File: config.mk
export PLATFORM = sky130hd
export DESIGN_NAME = echo_distance_pid
export DESIGN_NICKNAME = d
export VERILOG_FILES = /design/src/hdl/edpid_pkg.sv /design/src/hdl/echo_distance_pid.sv
export SDC_FILE = /design/constraint.sdc
export NUM_CORES = 2
export LEC_CHECK = 0
export BUFFER_PORTS_ARGS = -buffer_cell sky130_fd_sc_hd__buf_4
export CORE_ASPECT_RATIO = 0.7
export CORE_MARGIN = 2
export CORE_UTILIZATION = 40
export CTS_CLUSTER_SIZE = 20
export DETAILED_ROUTE_END_ITERATION = 16
export MAX_ROUTING_LAYER = met4
export SYNTH_ARGS = -nofsm -noshare
export SYNTH_HDL_FRONTEND = slang
export SYNTH_SLANG_ARGS = --single-unit
export TNS_END_PERCENT = 50
File: constraint.sdc
create_clock -name clk -period 27.1 [get_ports clk]
set_clock_uncertainty 0.05 [all_clocks]
set_input_delay 6.775 -clock clk [delete_from_list [all_inputs] [get_ports clk]]
set_output_delay 6.775 -clock clk [all_outputs]
set_load 0.05 [all_outputs]
File: src/hdl/edpid_pkg.sv
// ----------------------------------------------------------------------------
// edpid_pkg: shared types and microcode for the echo distance PID block
// Holds the control word layout, the program ROM and the fixed constants.
// ----------------------------------------------------------------------------
package edpid_pkg;

  localparam int unsigned STEP_W   = 3;
  localparam int unsigned ACC_W    = 50;
  localparam int unsigned GAIN_W   = 16;
  localparam int unsigned TICKS_W  = 16;
  localparam int unsigned DIST_W   = 13;
  localparam int unsigned ERR_W    = 16;
  localparam int unsigned DIFF_W   = 17;
  localparam int unsigned SUM_W    = 32;
  localparam int unsigned LIMIT_W  = 15;
  localparam int unsigned DRIVE_W  = 16;
  localparam int unsigned Q_SHIFT  = 12;

  // floor(t * 1.73) == (t * 907019) >> 19 for every t below the timeout.
  localparam logic [19:0] DIST_MULT  = 20'd907019;
  localparam int unsigned DIST_SHIFT = 19;
  localparam logic [TICKS_W-1:0] TIMEOUT_TICKS = 16'd3800;

  // Configuration register indexes.
  localparam logic [2:0] REG_TARGET = 3'd0;
  localparam logic [2:0] REG_GAIN_P = 3'd1;
  localparam logic [2:0] REG_GAIN_I = 3'd2;
  localparam logic [2:0] REG_GAIN_D = 3'd3;
  localparam logic [2:0] REG_LIMIT  = 3'd4;

  typedef enum logic [1:0] {
    MUL_DIST,
    MUL_P,
    MUL_I,
    MUL_D
  } mul_sel_t;

  typedef enum logic [1:0] {
    ACC_HOLD,
    ACC_LOAD,
    ACC_ADD
  } acc_op_t;

  typedef enum logic [1:0] {
    COND_NEVER,
    COND_NO_INPUT,
    COND_OUT_FULL
  } cond_t;

  typedef struct packed {
    mul_sel_t          mul_sel;
    acc_op_t           acc_op;
    logic              take_in;
    logic              upd_err;
    logic              finish;
    logic              done;
    cond_t             cond;
    logic [STEP_W-1:0] target;
  } ucode_t;

  // Program: wait and multiply ticks, form error terms, three gain products
  // accumulated one behind the multiplier, then round, clamp and emit.
  function automatic ucode_t ucode_rom(input logic [STEP_W-1:0] step);
    ucode_t w;
    w = '{mul_sel: MUL_DIST, acc_op: ACC_HOLD, take_in: 1'b0, upd_err: 1'b0,
          finish: 1'b0, done: 1'b0, cond: COND_NEVER, target: '0};
    case (step)
      3'd0: begin
        w.take_in = 1'b1;
        w.cond    = COND_NO_INPUT;
        w.target  = 3'd0;
      end
      3'd1: begin
        w.upd_err = 1'b1;
      end
      3'd2: begin
        w.mul_sel = MUL_P;
      end
      3'd3: begin
        w.mul_sel = MUL_I;
        w.acc_op  = ACC_LOAD;
      end
      3'd4: begin
        w.mul_sel = MUL_D;
        w.acc_op  = ACC_ADD;
      end
      3'd5: begin
        w.acc_op  = ACC_ADD;
      end
      3'd6: begin
        w.finish  = 1'b1;
        w.done    = 1'b1;
        w.cond    = COND_OUT_FULL;
        w.target  = 3'd6;
      end
      default: begin
        w.done    = 1'b1;
      end
    endcase
    return w;
  endfunction

endpackage

File: src/hdl/echo_distance_pid.sv
// ----------------------------------------------------------------------------
// echo_distance_pid: sonar echo width to distance, PID with clamped output
// Each request runs the microcode from the wait step through the error,
// product, accumulate and finish steps (finish stalls while the output is
// full) before the next is taken; one 17x33 multiplier serves all products.
// A finished result waits in the output register while the next request runs.
// Reset (rst, synchronous) restores register defaults and clears the PID state.
// ----------------------------------------------------------------------------
module echo_distance_pid (
  input  logic        clk,
  input  logic        rst,
  // Input stream. s_tdata: [15:0] echo_ticks.
  input  logic        s_tvalid,
  output logic        s_tready,
  input  logic [15:0] s_tdata,
  // Output stream. m_tdata: [15:0] drive, [16] motor_update,
  // [29:17] range_mm, [30] timed_out, [31] zero.
  output logic        m_tvalid,
  input  logic        m_tready,
  output logic [31:0] m_tdata,
  // Configuration writes.
  input  logic        cfg_valid,
  output logic        cfg_ready,
  input  logic [2:0]  cfg_index,
  input  logic [15:0] cfg_data
);

  // Configuration registers.
  logic [edpid_pkg::DIST_W-1:0]  target_mm;
  logic [edpid_pkg::GAIN_W-1:0]  gain_p;
  logic [edpid_pkg::GAIN_W-1:0]  gain_i;
  logic [edpid_pkg::GAIN_W-1:0]  gain_d;
  logic [edpid_pkg::LIMIT_W-1:0] drive_limit;

  // Sequencer.
  logic [edpid_pkg::STEP_W-1:0] step;
  logic [edpid_pkg::STEP_W-1:0] step_next;
  edpid_pkg::ucode_t            uc;
  logic                         cond_true;

  // Datapath registers.
  logic                                timed_out;
  logic [edpid_pkg::DIST_W-1:0]        distance;
  logic signed [edpid_pkg::ERR_W-1:0]  err;
  logic signed [edpid_pkg::ERR_W-1:0]  last_error;
  logic signed [edpid_pkg::DIFF_W-1:0] diff;
  logic signed [edpid_pkg::SUM_W-1:0]  error_sum;
  logic signed [edpid_pkg::ACC_W-1:0]  prod;
  logic signed [edpid_pkg::ACC_W-1:0]  acc;

  // Output register.
  logic                                 out_valid;
  logic signed [edpid_pkg::DRIVE_W-1:0] out_drive;
  logic                                 out_update;
  logic [edpid_pkg::DIST_W-1:0]         out_dist;
  logic                                 out_tmo;

  // Combinational datapath.
  logic signed [16:0]                  mul_a;
  logic signed [32:0]                  mul_b;
  logic [edpid_pkg::DIST_W-1:0]        dist_next;
  logic signed [edpid_pkg::ERR_W-1:0]  err_next;
  logic signed [edpid_pkg::SUM_W:0]    sum_wide;
  logic signed [edpid_pkg::SUM_W-1:0]  sum_next;
  logic signed [edpid_pkg::DIFF_W-1:0] diff_next;
  logic signed [edpid_pkg::ACC_W-1:0]  acc_round;
  logic signed [edpid_pkg::ACC_W-edpid_pkg::Q_SHIFT-1:0] quot;
  logic signed [edpid_pkg::ACC_W-edpid_pkg::Q_SHIFT-1:0] lim_pos;
  logic signed [edpid_pkg::ACC_W-edpid_pkg::Q_SHIFT-1:0] lim_neg;
  logic signed [edpid_pkg::DRIVE_W-1:0] drive_next;
  logic                                 update_next;
  logic                                 out_full;
  logic                                 in_req;

  assign uc        = edpid_pkg::ucode_rom(step);
  assign out_full  = out_valid && !m_tready;
  assign s_tready  = uc.take_in;
  assign in_req    = s_tvalid && s_tready;
  assign cfg_ready = 1'b1;

  // Jump when the step's condition holds; otherwise fall through, and the
  // last step of the program wraps back to the wait step.
  always_comb begin
    case (uc.cond)
      edpid_pkg::COND_NO_INPUT: cond_true = !s_tvalid;
      edpid_pkg::COND_OUT_FULL: cond_true = out_full;
      default:                  cond_true = 1'b0;
    endcase
    if (cond_true) begin
      step_next = uc.target;
    end else if (uc.done) begin
      step_next = '0;
    end else begin
      step_next = step + 1'b1;
    end
  end

  // Operand selection for the shared multiplier. Gains and ticks are unsigned
  // and enter with a zero sign bit.
  always_comb begin
    case (uc.mul_sel)
      edpid_pkg::MUL_P: begin
        mul_a = $signed({1'b0, gain_p});
        mul_b = 33'(err);
      end
      edpid_pkg::MUL_I: begin
        mul_a = $signed({1'b0, gain_i});
        mul_b = 33'(error_sum);
      end
      edpid_pkg::MUL_D: begin
        mul_a = $signed({1'b0, gain_d});
        mul_b = 33'(diff);
      end
      default: begin
        mul_a = $signed({1'b0, s_tdata});
        mul_b = $signed({13'd0, edpid_pkg::DIST_MULT});
      end
    endcase
  end

  // Error terms, formed from the distance product.
  always_comb begin
    dist_next = timed_out ? '0
              : prod[edpid_pkg::DIST_SHIFT +: edpid_pkg::DIST_W];
    err_next  = $signed({3'b000, dist_next}) - $signed({3'b000, target_mm});
    sum_wide  = 33'(error_sum) + 33'(err_next);
    // Saturate when the two top bits disagree.
    if (sum_wide[32] != sum_wide[31]) begin
      sum_next = sum_wide[32] ? {1'b1, 31'd0} : {1'b0, {31{1'b1}}};
    end else begin
      sum_next = sum_wide[31:0];
    end
    diff_next = 17'(err_next) - 17'(last_error);
  end

  // Divide by 4096 truncating toward zero, then clamp to the limit.
  always_comb begin
    acc_round = acc[edpid_pkg::ACC_W-1] ? acc + 50'sd4095 : acc;
    quot      = acc_round[edpid_pkg::ACC_W-1:edpid_pkg::Q_SHIFT];
    lim_pos   = $signed({23'd0, drive_limit});
    lim_neg   = -lim_pos;
    if (quot > lim_pos) begin
      drive_next = lim_pos[edpid_pkg::DRIVE_W-1:0];
    end else if (quot < lim_neg) begin
      drive_next = lim_neg[edpid_pkg::DRIVE_W-1:0];
    end else begin
      drive_next = quot[edpid_pkg::DRIVE_W-1:0];
    end
    // The motor flag follows the sign of the full sum, except that a zero
    // limit always gives a drive of zero, which counts as not negative.
    update_next = !(acc[edpid_pkg::ACC_W-1] && (drive_limit != '0));
  end

  // Control state and configuration.
  always_ff @(posedge clk) begin
    if (rst) begin
      step        <= '0;
      out_valid   <= 1'b0;
      error_sum   <= '0;
      last_error  <= '0;
      target_mm   <= 13'd200;
      gain_p      <= 16'd4096;
      gain_i      <= 16'd205;
      gain_d      <= 16'd1229;
      drive_limit <= 15'd1000;
    end else begin
      step <= step_next;
      if (cfg_valid) begin
        case (cfg_index)
          edpid_pkg::REG_TARGET: target_mm   <= cfg_data[edpid_pkg::DIST_W-1:0];
          edpid_pkg::REG_GAIN_P: gain_p      <= cfg_data;
          edpid_pkg::REG_GAIN_I: gain_i      <= cfg_data;
          edpid_pkg::REG_GAIN_D: gain_d      <= cfg_data;
          edpid_pkg::REG_LIMIT:  drive_limit <= cfg_data[edpid_pkg::LIMIT_W-1:0];
          default: ;
        endcase
      end
      if (uc.upd_err) begin
        error_sum  <= sum_next;
        last_error <= err_next;
      end
      if (uc.finish && !out_full) begin
        out_valid <= 1'b1;
      end else if (m_tready) begin
        out_valid <= 1'b0;
      end
    end
  end

  // Payload registers.
  always_ff @(posedge clk) begin
    prod <= mul_a * mul_b;
    if (in_req) begin
      timed_out <= (s_tdata >= edpid_pkg::TIMEOUT_TICKS);
    end
    if (uc.upd_err) begin
      distance <= dist_next;
      err      <= err_next;
      diff     <= diff_next;
    end
    case (uc.acc_op)
      edpid_pkg::ACC_LOAD: acc <= prod;
      edpid_pkg::ACC_ADD:  acc <= acc + prod;
      default: ;
    endcase
    if (uc.finish && !out_full) begin
      out_drive  <= drive_next;
      out_update <= update_next;
      out_dist   <= distance;
      out_tmo    <= timed_out;
    end
  end

  assign m_tvalid = out_valid;
  assign m_tdata  = {1'b0, out_tmo, out_dist, out_update, out_drive};

endmodule
==> run summary <==
Largest delay contributor family on the critical path -> adder cells
DRC violation total after the first TritonRoute iteration -> 2,532
Worst max-slew margin expressed relative to the limit -> 0.241
Per-cell routed wire length -> 20.2 um
Cell variety after synth -> 93
Achievable clock frequency -> 72.7 MHz
DP HPWL -> 89,600 um
Async set or reset register ratio after synthesis -> 0
Die outline area -> 95,800 um2
Clk root buf -> sky130_fd_sc_hd__clkbuf_16
Critical path type -> in2reg
Standard-cell rows -> 93
Crit path capture type -> flip-flop
Required time of the critical path -> 27.54 ns
Reg-to-reg setup timing slack -> 17.26 ns
Final setup slack of the worst path -> 13.35 ns
Origin of the worst min-delay path -> distance[6]
Relative area change from synthesis to final layout -> 7.36%
Initial antenna violation count -> 5
Number of nets at the end of the flow -> 5,108
Clk buf depth -> 3
EDFF count, synth -> 124
Flip-flop and latch count after synthesis -> 300
Summed negative setup slack over all endpoints -> 0 ns
Number of levels the H-tree was split into -> 1
Number of buffers inserted for hold repair after clock tree synthesis -> 0
Count of clock tree sinks -> 300
TritonCTS clock tree -> done
GR Overflow Total -> 0
Initial core utilization -> 0.405
Worst slack after detailed placement -> 12.81 ns
Number of setup buffers added after CTS -> 0
Placeable Area -> 92,200 um2
Vias in the first global route -> 29,500
Wire length of the first global-routing pass -> 178,000 um
Sequential fraction of the synthesis area -> 0.194
Share of post-route cells with drive strength above 1 -> 0.0617
Outcome -> finished, final reports clean
Avg Synthesized Cell Area -> 8.62 um2
Launch point of the worst path -> s_tdata[8]
Die boundary height -> 260 um
Kind of path behind the tightest hold check -> reg2reg
Maximum number of pins on one net before global-route repair -> 73
Routed WL -> 112,000 um
CP dominant cell by count -> sky130_fd_sc_hd__fa_1
Final RePlAce weighted congestion -> 0.940
Number of standard cells after synthesis -> 4,330
Yosys warns -> 0
Buf+Inv Stages, Crit Path -> 5
Final setup violation count -> 0
Vias per cell -> 5.47
Max Transition Viols Final -> 0
Clock latency on the worst-skew pair -> 0.63 ns
Io pins -> 75
Worst setup SP type -> input port
Layout fillers -> 9,170
Most instantiated flip-flop cell in the synthesis netlist -> sky130_fd_sc_hd__dfxtp_1
Die width -> 369 um
MaxCap Viol Count -> 0
Global Route Usage Sum -> 0.246
Input/output buffers -> 72
Detailed-router iteration count before antenna repair -> 6
Post-Syn Area -> 37,300 um2
Arrival time at the worst endpoint -> 14.19 ns
Maximum fanout along the worst path -> 25
Unrepaired setup endpoints after global routing -> false
Worst-Margin Slew -> 1.14 ns
Final hold violation count -> 0
Delay contributed by the slowest stage of the critical path -> 0.55 ns
Clk pin slew, worst setup/hold paths -> 0.06 ns
Beginning of the worst register-to-register path -> step[0]
Total clock buffers created by CTS -> 31
Final routed DRC violation total -> 0
Final antenna-violating net count -> 0
Post-layout min period -> 13.75 ns
Synth Net Count -> 5,153
Number of instances resized during post-cts repair -> 0
Fraction of the cycle the final worst path needs -> 0.507
Vias after detailed routing -> 30,300
Critical path's slowest cell -> sky130_fd_sc_hd__fa_1
[state kept, by name, summed over array words and instances, names as in the netlist]
register,count
acc,50
gain_i,16
gain_d,16
distance,13
err,14
last_error,14
m_tvalid,1
gain_p,16
out_update,1
out_tmo,1
out_dist,13
drive_limit,15
error_sum,32
out_drive,16
target_mm,13
prod,50
timed_out,1
step,3
diff,15
[cells in the final DEF, fill, tap and decap left out, drive strengths merged, types with 26 or more instances in the layout]
| cell type | synthesis | layout |
|---|---|---|
| nand4 | 43 | 43 |
| nor3 | 36 | 36 |
| a21o | 92 | 92 |
| ha | 286 | 286 |
| buf | 28 | 113 |
| a21oi | 330 | 330 |
| o21ai | 172 | 172 |
| edfxtp | 124 | 124 |
| inv | 672 | 673 |
| nand2b | 36 | 36 |
| mux2 | 42 | 42 |
| o21bai | 26 | 26 |
| xor2 | 53 | 53 |
| fa | 497 | 497 |
| xnor2 | 121 | 121 |
| and2 | 35 | 35 |
| nand3 | 74 | 74 |
| dfxtp | 176 | 176 |
| nor2b | 51 | 51 |
| clkbuf | 163 | 44 |
| nor2 | 301 | 301 |
| o21a | 29 | 29 |
| nand2 | 636 | 636 |
[Yosys cell counts, types with 29 or more instances]
master | number | area (um2)
sky130_fd_sc_hd__and2_1 | 35 | 219
sky130_fd_sc_hd__a21oi_1 | 320 | 1600
sky130_fd_sc_hd__o21ai_0 | 167 | 836
sky130_fd_sc_hd__o21a_1 | 29 | 218
sky130_fd_sc_hd__nand2_1 | 636 | 2390
sky130_fd_sc_hd__edfxtp_1 | 124 | 3720
sky130_fd_sc_hd__inv_1 | 672 | 2520
sky130_fd_sc_hd__nand4_1 | 41 | 257
sky130_fd_sc_hd__nor3_1 | 35 | 175
sky130_fd_sc_hd__mux2_2 | 42 | 473
sky130_fd_sc_hd__nand3_1 | 72 | 360
sky130_fd_sc_hd__dfxtp_1 | 176 | 3520
sky130_fd_sc_hd__clkbuf_1 | 163 | 612
sky130_fd_sc_hd__fa_1 | 497 | 9950
sky130_fd_sc_hd__a21o_1 | 92 | 691
sky130_fd_sc_hd__xor2_1 | 53 | 464
sky130_fd_sc_hd__nor2b_1 | 51 | 319
sky130_fd_sc_hd__xnor2_1 | 121 | 1060
sky130_fd_sc_hd__ha_1 | 286 | 3580
sky130_fd_sc_hd__nand2b_1 | 36 | 225
sky130_fd_sc_hd__nor2_1 | 300 | 1130
[stage by stage]
step                 util  hold WS [ns]  instances  cell area, um2
floorplan               -         0.350       4330           37300
global placement    0.423         0.350       5487           39000
detailed placement  0.423         0.356       5487           39000
CTS                 0.435         0.372       5543           40000
global route        0.435         0.375       5545           40000
finish              0.435         0.371       5546           40100
[routing by layer]
| layer | routed length [um] | vias up | track usage | part of all wire |
|---|---|---|---|---|
| met4 | 1870 | 0 | 0.0398 | 0.017 |
| met2 | 43800 | 1299 | 0.331 | 0.39 |
| met3 | 12400 | 118 | 0.0599 | 0.11 |
| met1 | 54200 | 14900 | 0.372 | 0.48 |
| met5 | 0 | - | - | 0 |
| li1 | - | 14000 | - | - |
[area by class of cell]
| type | instances | area, um2 | area share |
|---|---|---|---|
| inverter | 673 | 2530 | 0.0631 |
| tap | 1235 | 1550 | 0.0386 |
| timing repair buffer | 113 | 848 | 0.0212 |
| clock inverter | 12 | 186 | 0.00465 |
| sequential | 300 | 7250 | 0.181 |
| antenna | 3 | 7.51 | 0.000187 |
| clock buffer | 44 | 867 | 0.0216 |
| multi-input combinational | 3166 | 26800 | 0.670 |
[path summary, 6_finish.rpt]
check / to / depth (start not counted)
worst min-delay path: out_dist[6] / 0
worst max register to register: prod[49] / 28
worst max-delay path: prod[49] / 25
worst min register to register: out_dist[6] / 0
[cell families (layout without fill, tap and decap cells)]
family / count (synthesis) / after routing / share of synthesized area
compound gates: 826 / 826 / 0.137
buf+inv: 864 / 842 / 0.0886
mux: 50 / 50 / 0.0148
fa+ha+maj: 788 / 788 / 0.364
other cells: 2 / 5 / 0.000201
xor+xnor: 174 / 174 / 0.0409
simple gates: 1326 / 1326 / 0.160
flops: 300 / 300 / 0.194
Power is not shown: default switching activity piles up to over one toggle a cycle in this logic, so the estimate is an artifact.
